$ cat src/hdl/gsig_pkg.sv
`default_nettype none

package gsig_pkg;

    localparam int CFG_IDX_W  = 3;
    localparam int CFG_DATA_W = 24;

    localparam logic [CFG_IDX_W-1:0] CFG_DRIFT_X    = 3'd0;
    localparam logic [CFG_IDX_W-1:0] CFG_DRIFT_Y    = 3'd1;
    localparam logic [CFG_IDX_W-1:0] CFG_GUIDE_RATE = 3'd2;
    localparam logic [CFG_IDX_W-1:0] CFG_AXIS_COS   = 3'd3;
    localparam logic [CFG_IDX_W-1:0] CFG_AXIS_SIN   = 3'd4;
    localparam logic [CFG_IDX_W-1:0] CFG_PEAK_LEVEL = 3'd5;

    localparam logic [1:0] REQ_TICK  = 2'd0;
    localparam logic [1:0] REQ_GUIDE = 2'd1;
    localparam logic [1:0] REQ_PIXEL = 2'd2;

    // Ratio of neighbouring table entries, exp(-1/160) in 0.32 fixed point.
    localparam logic [31:0] EXP_FACTOR = 32'd4268207462;

    typedef enum logic [1:0] {
        OP_TICK  = 2'd0,
        OP_GUIDE = 2'd1,
        OP_PIXEL = 2'd2,
        OP_BLANK = 2'd3
    } t_op;

    typedef struct packed {
        logic [1:0]  req_type;
        logic [15:0] ra_plus_ticks;
        logic [15:0] ra_minus_ticks;
        logic [15:0] dec_plus_ticks;
        logic [15:0] dec_minus_ticks;
        logic [9:0]  pixel_col;
        logic [8:0]  pixel_row;
    } t_req;

    typedef struct packed {
        logic [15:0]        pixel_value;
        logic               ra_moving;
        logic               dec_moving;
        logic signed [15:0] star_col;
        logic signed [15:0] star_row;
    } t_res;

    typedef struct packed {
        t_op         op;
        logic [15:0] ra_cnt;
        logic        ra_neg;
        logic [15:0] dec_cnt;
        logic        dec_neg;
        logic [9:0]  col;
        logic [8:0]  row;
    } t_cmd;

    typedef struct packed {
        logic signed [23:0] drift_rate_x;
        logic signed [23:0] drift_rate_y;
        logic [23:0]        guide_rate;
        logic signed [15:0] axis_cos;
        logic signed [15:0] axis_sin;
        logic [15:0]        peak_level;
    } t_cfg;

endpackage

`default_nettype wire

$ cat src/hdl/gsig_front.sv
`default_nettype none

module gsig_front #(
    parameter int FRAME_WIDTH  = 640,
    parameter int FRAME_HEIGHT = 480
) (
    input  wire logic          i_push,
    input  wire gsig_pkg::t_req i_req,
    input  wire logic          i_q_full,
    input  wire logic          i_ready,
    output logic               o_full,
    output logic               o_push,
    output gsig_pkg::t_cmd     o_cmd
);

    import gsig_pkg::*;

    logic in_frame;

    assign o_full   = i_q_full || !i_ready;
    assign o_push   = i_push && !o_full;
    assign in_frame = (32'(i_req.pixel_col) < 32'(FRAME_WIDTH)) &&
                      (32'(i_req.pixel_row) < 32'(FRAME_HEIGHT));

    always_comb begin
        o_cmd     = '0;
        o_cmd.col = i_req.pixel_col;
        o_cmd.row = i_req.pixel_row;

        // A plus pulse takes precedence over a minus pulse on each axis.
        if (i_req.ra_plus_ticks != '0) begin
            o_cmd.ra_cnt = i_req.ra_plus_ticks;
        end else if (i_req.ra_minus_ticks != '0) begin
            o_cmd.ra_cnt = i_req.ra_minus_ticks;
            o_cmd.ra_neg = 1'b1;
        end
        if (i_req.dec_plus_ticks != '0) begin
            o_cmd.dec_cnt = i_req.dec_plus_ticks;
        end else if (i_req.dec_minus_ticks != '0) begin
            o_cmd.dec_cnt = i_req.dec_minus_ticks;
            o_cmd.dec_neg = 1'b1;
        end

        unique case (i_req.req_type)
            REQ_TICK: begin
                o_cmd.op = OP_TICK;
            end
            REQ_GUIDE: begin
                o_cmd.op = OP_GUIDE;
            end
            REQ_PIXEL: begin
                o_cmd.op = in_frame ? OP_PIXEL : OP_BLANK;
            end
            default: begin
                o_cmd.op = OP_BLANK;
            end
        endcase
    end

endmodule

`default_nettype wire

$ cat config.mk
export PLATFORM = sky130hd
export DESIGN_NAME = gsig_front
export DESIGN_NICKNAME = d
export VERILOG_FILES = /design/src/hdl/gsig_pkg.sv /design/src/hdl/gsig_front.sv
export SDC_FILE = /design/constraint.sdc
export NUM_CORES = 1
export LEC_CHECK = 0
export ABC_CLOCK_PERIOD_IN_PS = 1850
export BUFFER_PORTS_ARGS = -buffer_cell sky130_fd_sc_hd__buf_2
export CELL_PAD_IN_SITES_DETAIL_PLACEMENT = 0
export CELL_PAD_IN_SITES_GLOBAL_PLACEMENT = 1
export CORE_AREA = 4 4 78 80
export DETAILED_ROUTE_END_ITERATION = 7
export DIE_AREA = 0 0 82 84
export PLACE_DENSITY_LB_ADDON = 0.2
export SYNTH_ARGS = -nofsm -noshare
export SYNTH_HDL_FRONTEND = slang
export SYNTH_SLANG_ARGS = --single-unit
$ cat constraint.sdc
create_clock -name vclk -period 1.85
set_input_delay 0 -clock vclk [all_inputs]
set_output_delay 0 -clock vclk [all_outputs]
set_load 0.01 [all_outputs]
After elaboration in Yosys (flattened, before gate mapping):

Index checks and enable logic that the tools add are counted.

* register bits after elaboration: 0
* input bits: 88
* output and inout port bits: 57
* word-level logic and storage cells: 22

* $lt $le $gt $ge: 2
* equality and inequality tests: 2
* multiplexer cells: 8
* reductions and logical operators: 10

Operator list (count)
* 16-bit nonzero test: 4
* 17-bit 2-to-1 mux: 2
* 16-bit 2-to-1 mux: 2
* 10-bit < comparator, second input constant: 1
* 9-bit < comparator, second input constant: 1
* 2-bit one-hot mux with 3 select lines: 1
* 1-bit 2-to-1 mux: 3
* 2-bit by 1-bit equality test with 1-bit output, second input constant: 1
* 2-bit equality test, second input constant: 1
* 1-bit logical AND: 2
* 1-bit logical NOT: 2
* 2-bit logical NOT: 1
* 1-bit logical OR: 1

Depth between registers and ports, before layout:

Gate-level depths: netlist of run 1.

* depth in word-level cells: 4
* depth in mapped cells: 5
* mapped depth without buffers: 3

Worst setup path after synthesis of run 1:

Ideal clock, no wire load.

* path type: input to output
* from: in i_req[67] in the netlist's numbering
* to: out o_cmd[44] in the netlist's numbering
* arrival: 988 ps
* required time: 1850 ps
* slack: 862 ps
* stages: 4
* buffers on the path: 1
* cell sequence: nor4_1 nand4_2 buf_6 o31ai_2

RTL lines
* start, declared: line gsig_front.sv:8 `input wire gsig_pkg::t_req i_req,`
* end, declared: line gsig_front.sv:13 `output gsig_pkg::t_cmd o_cmd`

==> flow_metrics.tcl, run 1 <==
set metrics [dict create \
    status "completed" \
    avgSynthCellArea_um2 6.65 \
    firstDrtPassIters 3 \
    max_freq_mhz 712 \
    p_per_area_nw_per_um2 167 \
    grt_pass1_wl_um 5660 \
    endpoint_kind "output pin" \
    nClkBuffers 0 \
    num_rows 27 \
    drt_wl_total_um 3700 \
    dp_hpwl_um 3400 \
    core-area_um2 5410 \
    die_h_um 84 \
    startpoint "i_req[55]" \
    path_class "primary input to output pin" \
    dpl-instance-area_um2 1540 \
    finalHoldViolations 0 \
    wl_per_cell_um 11.5 \
    place_inst 323 \
    start_util 0.186 \
    postCtsSetupRepairBufs 0 \
    ant_nets 0 \
    synth_area_um2 1000 \
    design_area_um2 1540 \
    slew_viol_final 0 \
    fin_crit_ns 1.40 \
    grt_pass1_vias 1301 \
    die_w_um 82 \
    n_antenna_cell 0 \
    place.gp.congestion 0.713 \
    use_met2 0.174 \
    seq_cells 0 \
    endpoint "o_cmd[41]" \
    yosysWarnings 0 \
    syn-num-nets 239 \
    seq_area_frac_synth 0 \
    vias 1320 \
    finalPower_uw 258 \
    synthCells 151 \
    gr-total-overflow 0 \
    grt_setup_unrepaired "no" \
    io_buffer_count 121 \
    drc 0 \
    setup_tns_ns 0 \
    required_ns 1.85 \
    seq_area_um2 0 \
    nets 341 \
    gr-max-usage-layer "met2" \
    ys_types 18 \
    maxCapViolCount 0 \
    worst_slew_pin_slew_ns 0.520 \
    met3_usage 0.0259 \
    grt_use_met1 0.117 \
    cts_resized 0 \
    ctsHoldBuffers 0 \
    final_cells 323 \
    leakage_nw 0.987 \
    drtIter0Drc 12 \
    cp_max_fo 17 \
    critPathArrivalTime_ns 1.40 \
    holdWs_ns 0.00000448 \
    drive_above_1_share 0.610 \
    io_pins 145 \
    grt_max_degree 18 \
    finalSetupViolCount 0 \
    finalCritPeriodShare 0.759 \
    die-area_um2 6890 \
    slew_headroom 0.650 \
    syn2layout_area_growth_pct 53.7 \
    peakVddDrop_mv 0.0603 \
    hold_path_class "primary input to output pin" \
    vias_per_cell 4.09 \
    antenna_found_initial 0 \
    crit_path_start_kind "primary input" \
    grt_use_total 0.0970 \
]
[critical path: stages]
cell	delay (ns)
buf_2	0.11
nor4_1	0.49
and4_1	0.26
buf_4	0.26
o31ai_1	0.12
buf_2	0.15
[through the flow]
step	util	worst slack (ns)
after global placement	0.285	0.411
after floorplan	-	0.862
after global routing	0.285	0.325
after detailed placement	0.285	0.417
after CTS	0.285	0.406
final	0.285	0.446
[metal layers]
layer	part of all wire	up-vias
met5	0	-
met4	0.0078	0
met3	0.16	6
met2	0.45	89
met1	0.38	546
li1	-	679
[power by group]
group / total (mW) / switching [mW] / internal [mW]
Combinational: 0.258 / 0.133 / 0.125
Clock: 0 / 0 / 0
Sequential: 0 / 0 / 0
[cell type report]
type                            instances  area, µm²
Fill cell                             617       3860
Timing Repair Buffer                  126        643
Multi-Input combinational cell         60        566
Inverter                               65        244
Tap cell                               72       90.1
[layout by cell type, fill, tap and decap left out]
master | Yosys | final
nor2_1 | 3 | 3
a21o_1 | 1 | 1
o31ai_1 | 14 | 14
nand4_2 | 2 | 2
o31ai_2 | 17 | 17
buf_2 | 2 | 121
nand4_1 | 1 | 1
buf_4 | 21 | 5
nor4_1 | 9 | 9
o31ai_4 | 1 | 1
o21ai_0 | 1 | 1
nand2b_1 | 1 | 1
nand2_1 | 1 | 1
nor4_2 | 7 | 7
and4_1 | 2 | 2
inv_1 | 65 | 65
[worst min-delay path by stage]
stage	from	end	slack, ns	cells past startpoint
after floorplan	i_ready	o_full	0.09	1
after global placement	i_req[15]	o_cmd[15]	0.00007	0
after detailed placement	i_req[15]	o_cmd[15]	0.00007	0
after CTS	i_req[15]	o_cmd[15]	0.00007	0
after global routing	i_req[4]	o_cmd[4]	0.00002	0
final	i_req[1]	o_cmd[1]	0.000004	0
[cell families after synthesis]
group / synth area share
buf+inv: 0.436
compound gates: 0.350
simple gates: 0.213
[Yosys cell counts]
library cell	n	area, µm²
nand2b_1	1	6.26
o21ai_0	1	5.00
o31ai_4	1	21.3
o31ai_1	14	105
buf_2	2	10.0
nor2_1	3	11.3
nor4_1	9	56.3
nand2_1	1	3.75
and4_1	2	17.5
nor4_2	7	87.6
a21o_1	1	7.51
o31ai_2	17	213
buf_4	21	158
clkbuf_1	1	3.75
inv_1	65	244
buf_6	2	22.5
nand4_1	1	6.26
nand4_2	2	25.0
(Power assumes the default switching activity.)
==> inputs of run 2 (changes only) <==
--- a/config.mk
+++ b/config.mk
@@ -5,13 +5,13 @@
 export SDC_FILE = /design/constraint.sdc
 export NUM_CORES = 1
 export LEC_CHECK = 0
-export ABC_CLOCK_PERIOD_IN_PS = 1850
+export ABC_CLOCK_PERIOD_IN_PS = 1300
 export BUFFER_PORTS_ARGS = -buffer_cell sky130_fd_sc_hd__buf_2
 export CELL_PAD_IN_SITES_DETAIL_PLACEMENT = 0
 export CELL_PAD_IN_SITES_GLOBAL_PLACEMENT = 1
-export CORE_AREA = 4 4 78 80
+export CORE_AREA = 4 4 80 82
 export DETAILED_ROUTE_END_ITERATION = 7
-export DIE_AREA = 0 0 82 84
+export DIE_AREA = 0 0 84 86
 export PLACE_DENSITY_LB_ADDON = 0.2
 export SYNTH_ARGS = -nofsm -noshare
 export SYNTH_HDL_FRONTEND = slang
==> constraint.sdc (replaced) <==
create_clock -name vclk -period 1.3
set_input_delay 0 -clock vclk [all_inputs]
set_output_delay 0 -clock vclk [all_outputs]
set_load 0.01 [all_outputs]
==> run 2 against run 1 <==
Effect of this change:
- non-clock buffer count up 4
- flip-flop and latch count unchanged
- first-iteration DRC count up 25%
- count of clock-buffer cells in the layout unchanged
- sequential share of layout area unchanged
- die area up 4.9%
- combinational power up 44%
- final cell count up 2.2%
- critical endpoint is now o_cmd[39]
==> flow_metrics.tcl, run 2 (synthesized netlist as in run 1, its figures left out) <==
set metrics [dict create \
    status "completed" \
    die_w_um 84 \
    drive_above_1_share 0.620 \
    pre_cts_slack_ns 0.0642 \
    drtIter0Drc 15 \
    ctsHoldBuffers 0 \
    nClkBuffers 0 \
    cp_cell_sequence "buf_2 -> nor4_2 -> nand4_2 -> buf_4 -> o31ai_1 -> buf_2" \
    finalPower_uw 371 \
    num_rows 28 \
    hold_end "o_cmd[12]" \
    peakVddDrop_mv 0.0714 \
    path_class "primary input to output pin" \
    syn2layout_area_growth_pct 58.5 \
    cp_max_fo 10 \
    nets 345 \
    crit_top_cell "buf_2" \
    dpl-instance-area_um2 1580 \
    finalHoldViolations 0 \
    layout_commonest_cell "buf_2" \
    gr-total-overflow 0 \
    fin_crit_ns 1.20 \
    finalSetupViolCount 0 \
    hold_path_depth 0 \
    setup_tns_ns 0 \
    met3_usage 0.0317 \
    gr-max-usage-layer "met2" \
    use_met2 0.180 \
    p_per_area_nw_per_um2 234 \
    seq_area_um2 0 \
    drt_wl_total_um 3830 \
    layout_common_cells "buf_2 (121), inv_1 (65), o31ai_2 (18)" \
    n_antenna_cell 0 \
    start_util 0.175 \
    max_freq_mhz 834 \
    io_pins 145 \
    firstDrtPassIters 3 \
    crit_path_start_kind "primary input" \
    dp_hpwl_um 3580 \
    postCtsSetupRepairBufs 0 \
    grt_use_met1 0.111 \
    setup_ws_ns 0.100 \
    die_h_um 86 \
    wl_per_cell_um 11.6 \
    grt_pass1_vias 1334 \
    required_ns 1.30 \
    antenna_found_initial 0 \
    drc 0 \
    grt_setup_unrepaired "no" \
    min_from "i_req[12]" \
    worst_slew_pin_slew_ns 0.347 \
    design_area_um2 1590 \
    vias 1361 \
    slew_headroom 0.766 \
    maxCapViolCount 0 \
    vias_per_cell 4.12 \
    grt_pass1_wl_um 5930 \
    io_buffer_count 121 \
    finalCritPeriodShare 0.923 \
    crit_path_max_incr_delay_ns 0.34 \
    place.gp.congestion 0.809 \
    core-area_um2 5750 \
    ant_nets 0 \
    seq_cells 0 \
    die-area_um2 7220 \
    leakage_nw 1.01 \
    critPathArrivalTime_ns 1.20 \
    grt_max_degree 11 \
    endpoint_kind "output pin" \
    grt_use_total 0.0960 \
    hold_path_class "primary input to output pin" \
    crit_slowest_cell "nor4_2" \
    slew_viol_final 0 \
]
-- run 2: per-layer routing --
layer,share of wire,up-vias
li1,-,687
met1,0.41,562
met2,0.45,108
met3,0.14,4
met4,0.0052,0
met5,0,-
-- run 2: area by class of cell --
class	count	area, µm²
Inverter	65	244
Tap cell	75	93.8
Multi-Input combinational cell	60	579
Timing Repair Buffer	130	673
Fill cell	657	4160
-- run 2: stage by stage --
step | hold slack, ns | cells | utilization
floorplan | 0.0857 | 151 | -
global placement | 0.0000686 | 330 | 0.274
detailed placement | 0.0000686 | 330 | 0.274
CTS | 0.0000686 | 330 | 0.274
global route | 0.0000168 | 330 | 0.277
finish | 0.00000392 | 330 | 0.277
-- run 2: how the worst max path moves through the flow --
stage | from | to | slack (ns) | depth (start not counted)
4_1_cts | i_req[43] | o_cmd[23] | 0.04 | 6
2_1_floorplan | i_req[67] | o_cmd[44] | 0.31 | 4
3_5_place_dp | i_req[43] | o_cmd[35] | 0.06 | 6
5_1_grt | i_req[43] | o_cmd[25] | 0.0004 | 6
6_report | i_req[78] | o_cmd[39] | 0.10 | 6
3_3_place_gp | i_req[78] | o_cmd[44] | 0.08 | 6
-- run 2: power breakdown --
group / switching (mW) / total [mW] / internal, mW
logic: 0.192 / 0.371 / 0.180
clock network: 0 / 0 / 0
registers: 0 / 0 / 0
total: 0.192 / 0.371 / 0.180
-- run 2: timing repair --
action,in CTS,in global routing
resized for setup,0,2
setup endpoints to repair,0,10
endpoints found under the hold margin,0,0
-- run 2: worst max-delay path: cells and delay by family --
| family | cells | cell delay [ns] |
|---|---|---|
| buffers and inverters | 3 | 0.50 |
| and+or+nand+nor | 2 | 0.49 |
| AOI/OAI and AO/OA | 1 | 0.20 |
==> inputs of run 3 (changes only) <==
--- a/config.mk
+++ b/config.mk
@@ -12,7 +12,8 @@
 export CORE_AREA = 4 4 80 82
 export DETAILED_ROUTE_END_ITERATION = 7
 export DIE_AREA = 0 0 84 86
-export PLACE_DENSITY_LB_ADDON = 0.2
+export GPL_TIMING_DRIVEN = 0
+export PLACE_DENSITY = 0.85
 export SYNTH_ARGS = -nofsm -noshare
 export SYNTH_HDL_FRONTEND = slang
 export SYNTH_SLANG_ARGS = --single-unit
==> run 3 against run 2 <==
Effect of this change:
- highest routed layer unchanged
- worst hold slack better by 0.18 ns
- largest power group unchanged
- first-iteration DRC count down 27%
- total power rose by 25%
- via count increased by 8.0%
- critical path type unchanged
- count of clock-buffer cells in the layout unchanged
- critical path depth up 1
- sequential share of layout area is the same
- global-route usage up 0.94 points
- design area rose by 18%
- core utilization increased by 5.0 points
- wire length increased by 8.7%
- non-clock buffer count grew 32
==> flow_metrics.tcl, run 3 (synthesized netlist as in run 1, its figures left out) <==
set metrics [dict create \
    n_antenna_cell 0 \
    p_per_area_nw_per_um2 247 \
    fin_util 0.327 \
    slew_headroom 0.806 \
    die_w_um 84 \
    dp_hpwl_um 3750 \
    drc 0 \
    seq_cells 0 \
    finalCritPeriodShare 0.952 \
    crit_path_start_kind "primary input" \
    endpoint_kind "output pin" \
    cp_cell_sequence "buf_2 -> nor4_2 -> and4_1 -> clkbuf_4 -> buf_8 -> o31ai_4 -> buf_2" \
    io_buffer_count 133 \
    firstDrtPassIters 4 \
    setup_ws_ns 0.0623 \
    min_from "i_req[3]" \
    fin_crit_ns 1.24 \
    syn2layout_area_growth_pct 87.0 \
    drt_wl_total_um 4170 \
    place.gp.congestion 0.798 \
    worst_slew_pin_slew_ns 0.289 \
    core-area_um2 5750 \
    critPathArrivalTime_ns 1.24 \
    ctsHoldBuffers 0 \
    peakVddDrop_mv 0.0993 \
    max_freq_mhz 808 \
    seq_area_um2 0 \
    start_util 0.175 \
    die_h_um 86 \
    crit_path_max_incr_delay_ns 0.33 \
    crit_slowest_cell "nor4_2" \
    grt_pass1_vias 1475 \
    slew_viol_final 0 \
    nets 377 \
    crit_top_cell "buf_2" \
    status "completed" \
    ant_nets 0 \
    path_class "primary input to output pin" \
    hold_end "o_cmd[3]" \
    finalPower_uw 464 \
    vias 1470 \
    leakage_nw 1.16 \
    drtIter0Drc 11 \
    grt_pass1_wl_um 6620 \
    gr-total-overflow 0 \
    die-area_um2 7220 \
    hold_path_class "primary input to output pin" \
    layout_common_cells "buf_2 (133), inv_1 (65), buf_4 (22)" \
    wl_per_cell_um 11.5 \
    layout_commonest_cell "buf_2" \
    drive_above_1_share 0.672 \
    hold_path_depth 2 \
    cp_max_fo 10 \
    grt_setup_unrepaired "yes" \
    nClkBuffers 0 \
    io_pins 145 \
    required_ns 1.30 \
    maxCapViolCount 0 \
    finalSetupViolCount 0 \
    grt_use_total 0.105 \
    finalHoldViolations 0 \
    pre_cts_slack_ns -0.100 \
    vias_per_cell 4.06 \
    antenna_found_initial 0 \
    grt_max_degree 11 \
    num_rows 28 \
]
==> run 3: worst max-delay path, delay by kind of cell <==
family / cells / cell delay, ns
buffers and inverters: 4 / 0.62
and+or+nand+nor: 2 / 0.55
AOI/OAI and AO/OA: 1 / 0.07
==> run 3: cell type report <==
class | count | area (µm²)
repair buffers | 136 | 688
multi-input cells | 60 | 641
fillers | 633 | 3870
well taps | 75 | 93.8
plain buffers | 26 | 210
inverters | 65 | 244
==> run 3: timing repair <==
item	CTS	global route
setup buffers	3	0
gates resized for setup	3	12
setup endpoints to repair	20	28
cloned	0	0
pin swaps	2	1
==> run 3: metal layers <==
metal | wire, µm | vias to the layer above | share of wire | GRT usage
met2 | 2130 | 100 | 0.51 | 0.206
met3 | 498 | 2 | 0.12 | 0.0269
met1 | 1520 | 618 | 0.37 | 0.120
met4 | 17 | 0 | 0.0041 | 0.00439
met5 | 0 | - | 0 | 0
li1 | - | 750 | - | -
==> run 3: worst max-delay path by stage <==
stage | to | cells past startpoint | from
6_report | o_cmd[43] | 7 | i_req[62]
4_1_cts | o_cmd[27] | 7 | i_req[22]
3_5_place_dp | o_cmd[46] | 7 | i_req[55]
3_3_place_gp | o_cmd[46] | 7 | i_req[55]
5_1_grt | o_cmd[44] | 6 | i_req[70]
2_1_floorplan | o_cmd[44] | 4 | i_req[67]
==> run 3: power by group <==
part           switching, mW  internal (mW)  leakage, nW
sequential                 0              0            0
combinational          0.231          0.233         1.16
clock                      0              0            0
==> run 3: stage by stage <==
stage	instance area, µm²	setup TNS [ns]	std cells	hold WS, ns
finish	1880	0	362	0.183
global route	1880	-0.00112	362	0.188
CTS	1800	0	362	0.185
detailed placement	1760	-1.41	359	0.185
global placement	1760	-1.42	359	0.186
floorplan	1000	0	151	0.0857
