`src/hdl/gsig_queue.sv`:
```
`default_nettype none

module gsig_queue #(
    parameter int WIDTH = 8,
    parameter int DEPTH = 2
) (
    input  wire logic             i_clk,
    input  wire logic             i_rst_n,
    input  wire logic             i_push,
    input  wire logic [WIDTH-1:0] i_data,
    output logic                  o_full,
    output logic                  o_empty,
    input  wire logic             i_pop,
    output logic [WIDTH-1:0]      o_data
);

    localparam int PW = (DEPTH > 1) ? $clog2(DEPTH) : 1;
    localparam int CW = $clog2(DEPTH + 1);

    logic [WIDTH-1:0] r_store [DEPTH];
    logic [PW-1:0]    r_wp, n_wp;
    logic [PW-1:0]    r_rp, n_rp;
    logic [CW-1:0]    r_cnt, n_cnt;
    logic             do_push;
    logic             do_pop;

    assign o_full  = (r_cnt == CW'(DEPTH));
    assign o_empty = (r_cnt == '0);
    assign o_data  = r_store[r_rp];
    assign do_push = i_push && !o_full;
    assign do_pop  = i_pop && !o_empty;

    always_comb begin
        n_wp  = r_wp;
        n_rp  = r_rp;
        n_cnt = r_cnt;
        if (do_push) begin
            n_wp = (r_wp == PW'(DEPTH - 1)) ? '0 : r_wp + PW'(1);
        end
        if (do_pop) begin
            n_rp = (r_rp == PW'(DEPTH - 1)) ? '0 : r_rp + PW'(1);
        end
        if (do_push && !do_pop) begin
            n_cnt = r_cnt + CW'(1);
        end else if (do_pop && !do_push) begin
            n_cnt = r_cnt - CW'(1);
        end
    end

    always_ff @(posedge i_clk) begin
        if (!i_rst_n) begin
            r_wp  <= '0;
            r_rp  <= '0;
            r_cnt <= '0;
        end else begin
            r_wp  <= n_wp;
            r_rp  <= n_rp;
            r_cnt <= n_cnt;
        end
    end

    always_ff @(posedge i_clk) begin
        if (do_push) begin
            r_store[r_wp] <= i_data;
        end
    end

endmodule

`default_nettype wire

```
`config.mk`:
```
export PLATFORM = sky130hd
export DESIGN_NAME = gsig_queue
export DESIGN_NICKNAME = d
export VERILOG_FILES = /design/src/hdl/gsig_queue.sv
export SDC_FILE = /design/constraint.sdc
export NUM_CORES = 1
export LEC_CHECK = 0
export BUFFER_PORTS_ARGS = -buffer_cell sky130_fd_sc_hd__buf_2
export CAP_MARGIN = 10
export CORE_MARGIN = 2
export CORE_UTILIZATION = 49
export DETAILED_ROUTE_END_ITERATION = 6
export GPL_ROUTABILITY_DRIVEN = 0
export PLACE_DENSITY = 0.75
export SYNTH_ARGS = -nofsm -noshare
export SYNTH_HDL_FRONTEND = slang
export SYNTH_SLANG_ARGS = --single-unit
```
`constraint.sdc`:
```
create_clock -name i_clk -period 1.7 [get_ports i_clk]
set_input_delay 0.085 -clock i_clk [delete_from_list [all_inputs] [get_ports i_clk]]
set_output_delay 0.085 -clock i_clk [all_outputs]
set_load 0.03 [all_outputs]
```
## Word-level counts from Yosys, hierarchy flattened

Memories as Yosys holds them, arrays and structs flattened. A register that Yosys moved wholly into a read port is not among the register bits.
Index checks and enable logic that the tools add are counted.

- Add/subtract/negate cells: 4
- Equal/unequal tests: 1
- Multiplexer cells: 8
- Reductions and logical operators: 10

Operator list:

| kind | count |
|---|---|
| 1-bit 2-to-1 mux | 6 |
| 1-bit logical AND | 4 |
| 1-bit logical NOT | 4 |
| 2-bit 2-to-1 mux | 2 |
| 1-bit adder, second input constant | 2 |
| 2-bit by 1-bit adder with 2-bit output, second input constant | 1 |
| 2-bit == test, second input constant | 1 |
| 2-bit logical NOT | 1 |
| 2-bit nonzero test | 1 |
| 2-bit by 1-bit subtractor with 2-bit output, second input constant | 1 |

- Bits in registers: 4
- Memory bits (writable): 16
- Bits of input ports: 12
- Word-level logic and storage cells: 27
- Memories: 1

Memory list:

| memory | words | bits a word | rd ports | clocked after memory_dff | wr ports | RTL line | source |
|---|---|---|---|---|---|---|---|
| r_store | 2 | 8 | 1 | 1 | 1 | 20 | `logic [WIDTH-1:0] r_store [DEPTH];` |

## Logic depth before layout (Yosys ltp)

Gate-level depths: netlist of run 1.

- Depth after elaboration: 7
- Depth in mapped cells: 7

## Worst setup path after synthesis of run 1

Ideal clock, no wire load.

- Path type: flip-flop to flip-flop
- From: register r_cnt[0]
- To: register r_cnt[1]
- Arrival: 1482 ps
- Required time: 1630 ps
- Setup slack: 148 ps
- Stages on the path, launching flop included: 7
- Buffers on the path: 0
- Clock period less this slack: 1552 ps
- Path through: dfxtp_1 nand2b_1 inv_2 nor2_1 ha_1 or3_1 a21boi_1

- Cells in the longest elaborated chain, start to end: 6
- Elaborated cells between the ends (all ways): 15
- Those cells by class: add/sub (2); eq/ne (1); mux (2); reduce/logical (10)

Ends and longest elaborated chain:

| element | RTL line | source |
|---|---|---|
| start, declared | 23 | `logic [CW-1:0] r_cnt, n_cnt;` |
| start signal, assigned | 58 | `r_cnt <= n_cnt;` |
| 2-bit == test (*) | 27 | `assign o_full = (r_cnt == CW'(DEPTH));` |
| named net o_full | 11 | `output logic o_full,` |
| 1-bit logical NOT (*) | 30 | `assign do_push = i_push && !o_full;` |
| 1-bit logical AND (*) | 30 |  |
| 1-bit logical NOT | 45 | `end else if (do_pop && !do_push) begin` |
| 1-bit logical AND | 45 |  |
| 2-bit nonzero test (no source line) | n/a |  |

Mark *: on every way through the listed nets, which the timed path passes. The rest lies on a longest branch. The select of a mux whose other input is x is not followed.
A chain may end at the register's enable or synchronous reset.

## Worst setup path in the final report of run 1

- From: register r_cnt[0]
- To: register r_cnt[1]

- Cells in the longest elaborated chain, start to end: 6
- Elaborated cells between the ends (all ways): 15
- Those cells by class: add/sub (2); eq/ne (1); mux (2); reduce/logical (10)

Ends and longest elaborated chain:

| element | RTL line |
|---|---|
| 2-bit == test or 2-bit logical NOT (tied branches) | 27, 28 |
| 1-bit logical NOT, on equally long branches | 30, 31 |
| 1-bit logical AND, on equally long branches | 30, 31 |
| 1-bit logical NOT, on equally long branches | 45, 43 |
| 1-bit logical AND, on equally long branches | 45, 43 |
| 2-bit nonzero test (no source line) or 2-bit 2-to-1 mux (tied branches) | n/a |

Parallel ways exist; a longest one is shown, timed or not. The select of a mux whose other input is x is not followed.

==> results.sh, run 1 <==
export IMPL_synth_fp_nets=63
export IMPL_worst_setup_path_end_kind="flip-flop"
export IMPL_gr_total_overflow=0
export IMPL_synth_seq_cells=21
export IMPL_critPathKind="reg -> reg"
export IMPL_arrival_ps=1800
export IMPL_cts_buffers=3
export IMPL_min_period_ps=1580
export IMPL_cts_root_buf="clkbuf_4"
export IMPL_clock_skew_ps=5.13
export IMPL_slew_violations=0
export IMPL_antenna_found_initial=0
export IMPL_setup_tns_final_ps=0
export IMPL_cp_cell_sequence="nand2b_1, inv_2, nor2_1, ha_1, or3_1, a21boi_1"
export IMPL_initial_core_util_pct=53.1
export IMPL_cp_depth=6
export IMPL_syn_area_um2=810
export IMPL_finalCritPeriodShare_pct=92.7
export IMPL_ys_seq_area_share_pct=71.7
export IMPL_r2r_cells=6
export IMPL_synthCells=50
export IMPL_setup_viol=0
export IMPL_status="finished clean"
export IMPL_cts_tree="yes"
export IMPL_drc=0
export IMPL_tightestPinTransition_ps=408
export IMPL_vias=485
export IMPL_die_y_um=44.6
export IMPL_min_path_type="in -> reg"
export IMPL_hold_path_startpoint="i_rst_n"
export IMPL_peakVddDrop_mv=0.873
export IMPL_coreArea_mm2=0.00152
export IMPL_cts_htree_levels=1
export IMPL_first_pass_iters=2
export IMPL_dieArea_mm2=0.00199
export IMPL_portBuffers=21
export IMPL_fmax_mhz=634
export IMPL_rows=14
export IMPL_max_stage_delay_ps=440
export IMPL_drt_total_wl_mm=1.26
export IMPL_maxCapViolations=0
export IMPL_drive_above_1_share_pct=44.0
export IMPL_synth_warnings=0
export IMPL_finalHoldViolCount=0
export IMPL_postRouteAntennaNets=0
export IMPL_avgSynthCellArea_um2=16.2
export IMPL_num_antenna_cells=0
export IMPL_clk_path_buf_depth=2
export IMPL_rsz0062_at_grt="false"
export IMPL_grt_pass1_vias=444
export IMPL_leakagePower_nw=0.425
export IMPL_cp_top_family="simple AND/OR/NAND/NOR gates"
export IMPL_drtIter0Drc=4
export IMPL_clock_sinks=21
export IMPL_path_max_fanout=5
export IMPL_post_cts_resized=0
export IMPL_grt_first_pass_wirelength_mm=1.87
export IMPL_cp_startpoint="r_cnt[0]"
export IMPL_crit_buf_inv=1
export IMPL_num_nets_final=98
export IMPL_grt_use_total_pct=13.8
export IMPL_postPlaceCellArea_um2=945
export IMPL_dpl_hpwl_um=859
export IMPL_critPathSlowestCell="dfxtp_1"
export IMPL_r2r_start="r_cnt[0]"
export IMPL_grt_max_degree=13
export IMPL_worst_ep_required_time_ps=1930
export IMPL_p_per_area_mw_per_mm2=1460
export IMPL_die_w_um=44.6
export IMPL_whs_path_depth=2
export IMPL_startpoint_type="flip-flop"
export IMPL_slew_limit_headroom_pct=72.8
export IMPL_area_delta_synth_final_pct=30.0
export IMPL_yosysUniqueCellTypes=20
export IMPL_fin_area_mm2=0.00105
export IMPL_clk_latency_ps=290
export IMPL_path_clk_slew_ps=100
export IMPL_wl_per_cell_um=12.6
export IMPL_viasPerCell=4.85
export IMPL_io_pins=22
==> per-layer routing <==
metal	wire [um]	global-route usage, %	vias to the layer above
met5	0	0	-
met3	46	3.67	0
met1	580	16.5	226
met2	631	22.6	10
met4	0	7.27	0
li1	-	-	249
==> layout make-up <==
class,count,area [um2]
timing repair buffer,31,200
fill,113,472
inverter,2,7.51
multi-input combinational,26,216
clock inverter,1,5.00
sequential,21,581
tap,16,20.0
clock buffer,3,22.5
==> synth_stat cells <==
| cell type | count | share of area, % |
|---|---|---|
| inv_1 | 1 | 0.46 |
| nor2_1 | 2 | 0.93 |
| xor2_1 | 1 | 1.1 |
| xnor2_1 | 2 | 2.2 |
| nor3_2 | 1 | 1.2 |
| nand2b_1 | 1 | 0.77 |
| a21boi_1 | 1 | 0.93 |
| and2_1 | 3 | 2.3 |
| or3_1 | 1 | 0.77 |
| ha_1 | 1 | 1.5 |
| buf_2 | 1 | 0.62 |
| edfxtp_1 | 16 | 59 |
| inv_2 | 1 | 0.46 |
| o21ai_1 | 1 | 0.62 |
| a21boi_0 | 1 | 0.93 |
| and3_1 | 1 | 0.77 |
| o21ai_0 | 1 | 0.62 |
| mux2_2 | 8 | 11 |
| dfxtp_1 | 5 | 12 |
| o21a_1 | 1 | 0.93 |
==> what timing repair did <==
| item | in CTS | in global routing |
|---|---|---|
| setup buffers | 0 | 0 |
| hold endpoints to repair | 16 | 0 |
| hold buffers | 8 | 0 |
==> kinds of logic (layout without fill, tap and decap cells) <==
| group | after synthesis | count (layout) | synth area share (%) |
|---|---|---|---|
| flops | 21 | 21 | 71.7 |
| simple gates | 9 | 9 | 6.80 |
| mux | 8 | 8 | 11.1 |
| compound gates | 5 | 5 | 4.02 |
| xor+xnor | 3 | 3 | 3.25 |
| buf+inv | 3 | 37 | 1.54 |
| fa+ha+maj | 1 | 1 | 1.55 |
==> registers in the layout, summed over array words and instances, names as in the netlist, named ones only <==
register	flops
r_cnt	2
r_store	16
r_rp	1
r_wp	1
==> per-stage QoR <==
stage / cells / util, % / worst slack, ps / power [mW] / hold slack [ps]
2_1_floorplan: 50 / - / 148 / 1.16 / 184
3_3_place_gp: 88 / 62.0 / 219 / 1.30 / 273
3_5_place_dp: 88 / 62.0 / 135 / 1.32 / 277
4_1_cts: 100 / 69.0 / 117 / 1.56 / 38.6
5_1_grt: 100 / 69.0 / 16.6 / 1.63 / 34.2
6_report: 100 / 69.0 / 124 / 1.54 / 51.6
==> power by group <==
group / total (mW) / internal [mW] / switching, mW
Sequential: 0.721 / 0.655 / 0.0666
Clock: 0.223 / 0.0873 / 0.136
Combinational: 0.594 / 0.251 / 0.343
Total: 1.54 / 0.993 / 0.545
==> final timing paths <==
path         endpoint  slack, ps
max          r_cnt[1]        120
min              r_wp         50
max reg2reg  r_cnt[1]        120
min reg2reg  r_cnt[1]        540
==> layout by cell type (no fill, tap or decap) <==
cell type and n:
nor3_2 1, a21boi_0 1, clkbuf_4 3, inv_2 1
and2_1 3, or3_1 1, buf_2 21, buf_4 2
mux2_2 8, edfxtp_1 16, xnor2_1 2, o21ai_1 1
dlygate4sd3_1 8, nand2b_1 1, xor2_1 1, o21ai_0 1
clkinv_2 1, inv_1 1, o21a_1 1, nor2_1 2
dfxtp_1 5, and3_1 1, a21boi_1 1, ha_1 1
Note: power is estimated with default switching activity, not from simulation.
==> run 2: changes to the inputs <==
==> constraint.sdc (replaced) <==
create_clock -name i_clk -period 1.7 [get_ports i_clk]
set_input_delay 0.085 -clock i_clk [delete_from_list [all_inputs] [get_ports i_clk]]
set_output_delay 0.085 -clock i_clk [all_outputs]
set_load 0.1 [all_outputs]
==> results.sh, run 2 (same netlist as run 1, synthesis figures left out) <==
export IMPL_max_stage_delay_ps=560
export IMPL_fillers=109
export IMPL_min_period_ps=1620
export IMPL_finalHoldViolCount=0
export IMPL_maxCapViolations=0
export IMPL_cts_root_buf="clkbuf_4"
export IMPL_ff_latch_area_um2=582
export IMPL_postPlaceCellArea_um2=940
export IMPL_drtIter0Drc=15
export IMPL_area_delta_synth_final_pct=29.4
export IMPL_portBuffers=21
export IMPL_grt_pass1_vias=520
export IMPL_dieArea_mm2=0.00199
export IMPL_rows=14
export IMPL_rsz0062_at_grt="false"
export IMPL_tightestPinTransition_ps=491
export IMPL_drc=0
export IMPL_startpoint_type="flip-flop"
export IMPL_vias=500
export IMPL_clock_skew_ps=3.13
export IMPL_fmax_mhz=618
export IMPL_crit_buf_inv=1
export IMPL_slew_violations=0
export IMPL_fin_area_mm2=0.00105
export IMPL_dp_cells=87
export IMPL_cts_buffers=3
export IMPL_grt_first_pass_wirelength_mm=2.13
export IMPL_layout_commonest_cell="buf_2"
export IMPL_setup_tns_final_ps=0
export IMPL_coreArea_mm2=0.00152
export IMPL_critPathSlowestCell="dfxtp_1"
export IMPL_grt_max_degree=12
export IMPL_final_cell_mix="21 x buf_2, 16 x edfxtp_1, 8 x mux2_2, 8 x dlygate4sd3_1, 4 x dfxtp_1"
export IMPL_critPathKind="reg -> out"
export IMPL_top_regs="r_store x16, r_cnt x2"
export IMPL_viasPerCell=5.05
export IMPL_io_pins=22
export IMPL_path_max_fanout=8
export IMPL_die_y_um=44.6
export IMPL_path_clk_slew_ps=100
export IMPL_clk_latency_ps=290
export IMPL_grt_use_total_pct=16.1
export IMPL_final_cell_count_no_fill=99
export IMPL_num_antenna_cells=0
export IMPL_regMostFlops="r_store"
export IMPL_antenna_found_initial=0
export IMPL_clock_sinks=21
export IMPL_cp_top_family="flip-flops"
export IMPL_slew_limit_headroom_pct=67.5
export IMPL_status="finished clean"
export IMPL_initial_core_util_pct=53.1
export IMPL_min_path_type="in -> reg"
export IMPL_postRouteAntennaNets=0
export IMPL_first_pass_iters=4
export IMPL_worst_ep_required_time_ps=1620
export IMPL_wl_per_cell_um=13.2
export IMPL_cts_htree_levels=1
export IMPL_num_nets_final=97
export IMPL_largest_register_ffs=16
export IMPL_gr_total_overflow=0
export IMPL_setup_viol=0
export IMPL_drive_above_1_share_pct=43.4
export IMPL_worst_setup_path_end_kind="output pin"
export IMPL_arrival_ps=1530
export IMPL_cp_cell_sequence="mux2_2, buf_2"
export IMPL_finalCritPeriodShare_pct=95.1
export IMPL_drt_total_wl_mm=1.31
export IMPL_clk_path_buf_depth=2
export IMPL_multi_input_area_um2=216
export IMPL_die_w_um=44.6
export IMPL_cts_tree="yes"
==> run 2: what timing repair did <==
action,CTS,global route
endpoints found under the hold margin,16,0
hold buffers,8,0
gates resized for setup,0,1
setup buffers,0,0
endpoints found under the setup margin,0,1
==> run 2: final timing paths <==
kind / startpoint / end / slack (ps) / cells after the start
worst max-delay path: flip-flop / o_data[0] / 80 / 2
worst min-delay path: i_rst_n / r_wp / 40 / 2
worst max register to register: r_cnt[0] / r_cnt[1] / 160 / 6
worst min register to register: r_cnt[1] / r_cnt[1] / 530 / 2
==> run 2: cell type report <==
type,count,area share (%)
Timing Repair Buffer,30,18.4
Tap cell,16,1.91
Inverter,2,0.956
Clock buffer,4,2.51
Sequential cell,21,55.6
Multi-Input combinational cell,26,20.7
==> run 2: through the flow <==
step | worst slack, ps | util, % | hold WS [ps]
2_1_floorplan | 9.48 | - | 184
3_3_place_gp | 190 | 61.7 | 273
3_5_place_dp | 124 | 61.7 | 277
6_report | 82.5 | 68.7 | 43.3
4_1_cts | 46.3 | 68.6 | 38.6
5_1_grt | 16.8 | 68.7 | 33.9
==> run 2: per-layer routing <==
metal	global-route usage (%)	wire [um]
met1	15.7	481
met2	29.6	753
met4	9.09	11
met3	4.90	62
met5	0	0
Power of run 2 is left out: the tool's default activity adds up to more than one toggle a clock period on the data nets, which glitch-free logic cannot reach.
==> run 3: changes to the inputs <==
--- a/config.mk
+++ b/config.mk
@@ -11,7 +11,7 @@
 export CORE_UTILIZATION = 49
 export DETAILED_ROUTE_END_ITERATION = 6
 export GPL_ROUTABILITY_DRIVEN = 0
-export PLACE_DENSITY = 0.75
+export PLACE_DENSITY_LB_ADDON = 0.12
 export SYNTH_ARGS = -nofsm -noshare
 export SYNTH_HDL_FRONTEND = slang
 export SYNTH_SLANG_ARGS = --single-unit
==> results.sh, run 3 (same netlist as run 1, synthesis figures left out) <==
export IMPL_largest_register_ffs=16
export IMPL_r2r_start="r_cnt[0]"
export IMPL_cts_buffers=3
export IMPL_num_nets_final=98
export IMPL_regMostFlops="r_store"
export IMPL_die_w_um=44.6
export IMPL_clock_skew_ps=8.28
export IMPL_first_pass_iters=4
export IMPL_io_pins=22
export IMPL_finalCritPeriodShare_pct=93.7
export IMPL_vias=501
export IMPL_drive_above_1_share_pct=44.0
export IMPL_slew_limit_headroom_pct=67.8
export IMPL_critPathKind="reg -> out"
export IMPL_clk_path_buf_depth=2
export IMPL_maxCapViolations=0
export IMPL_cts_setup_buffers=0
export IMPL_finalHoldViolCount=0
export IMPL_slew_violations=0
export IMPL_path_clk_slew_ps=120
export IMPL_setup_tns_final_ps=0
export IMPL_area_delta_synth_final_pct=30.3
export IMPL_arrival_ps=1510
export IMPL_gr_total_overflow=0
export IMPL_portBuffers=21
export IMPL_layout_commonest_cell="buf_2"
export IMPL_coreArea_mm2=0.00152
export IMPL_drt_total_wl_mm=1.17
export IMPL_antenna_found_initial=0
export IMPL_post_cts_resized=0
export IMPL_rows=14
export IMPL_grt_pass1_vias=512
export IMPL_drc=0
export IMPL_fmax_mhz=628
export IMPL_postRouteAntennaNets=0
export IMPL_num_antenna_cells=0
export IMPL_startpoint_type="flip-flop"
export IMPL_wl_per_cell_um=11.7
export IMPL_drtIter0Drc=5
export IMPL_final_cell_mix="21 x buf_2, 16 x edfxtp_1, 8 x mux2_2, 8 x dlygate4sd3_1, 5 x dfxtp_1"
export IMPL_die_y_um=44.6
export IMPL_hold_path_startpoint="i_rst_n"
export IMPL_rsz0062_at_grt="false"
export IMPL_status="finished clean"
export IMPL_setup_viol=0
export IMPL_viasPerCell=5.01
export IMPL_path_max_fanout=8
export IMPL_grt_util_met1_pct=17.1
export IMPL_met3_usage_pct=3.67
export IMPL_initial_core_util_pct=53.1
export IMPL_grt_max_degree=13
export IMPL_min_period_ps=1590
export IMPL_cts_root_buf="clkbuf_4"
export IMPL_clock_sinks=21
export IMPL_dieArea_mm2=0.00199
export IMPL_cts_tree="yes"
export IMPL_cts_htree_levels=1
export IMPL_use_met2_pct=25.5
export IMPL_min_path_type="in -> reg"
export IMPL_worst_setup_path_end_kind="output pin"
export IMPL_clk_latency_ps=290
export IMPL_grt_first_pass_wirelength_mm=2.06
export IMPL_top_regs="r_store x16, r_cnt x2"
export IMPL_top_usage_layer="met2"
export IMPL_tightestPinTransition_ps=486
export IMPL_worst_ep_required_time_ps=1620
export IMPL_cts_hold_buf=8
export IMPL_grt_use_total_pct=14.6
-- run 3: cell types whose count changed in the layout (fill, tap and decap cells not counted) --
cell,previous run,this run
dfxtp_2,1,0
clkinv_2,0,1
buf_4,1,2
dfxtp_1,4,5
clkbuf_1,1,0
-- run 3: final timing paths --
| path | endpoint | slack [ps] | depth (start not counted) |
|---|---|---|---|
| min | r_wp | 40 | 2 |
| max | o_data[7] | 110 | 2 |
| max reg2reg | r_cnt[1] | 130 | 6 |
| min reg2reg | r_cnt[1] | 540 | 2 |
-- run 3: metal layers --
layer | vias to the layer above | routed length, um
met5 | - | 0
met2 | 15 | 604
li1 | 252 | -
met4 | 0 | 0
met1 | 234 | 516
met3 | 0 | 53
-- run 3: critical path, stage by stage, from the launching register on --
cell and delay, ps:
dfxtp_1 540, mux2_2 380, buf_2 290
-- run 3: layout make-up --
class | count | area (um2)
clock buffers | 3 | 22.5
clock inverters | 1 | 5.00
fillers | 119 | 469
inverters | 2 | 10.0
multi-input cells | 26 | 216
flip-flops and latches | 21 | 581
well taps | 16 | 20.0
repair buffers | 31 | 200
-- run 3: per-stage QoR --
stage	cells	util, %	area [um2]	worst slack [ps]	hold slack (ps)
2_1_floorplan	50	-	812	9.48	184
3_3_place_gp	88	62.2	947	177	273
3_5_place_dp	88	62.2	947	134	277
4_1_cts	100	69.2	1050	83.4	35.6
5_1_grt	100	69.2	1050	14.7	17.0
6_report	100	69.2	1050	107	40.3
Power of run 3 is left out for the same reason.
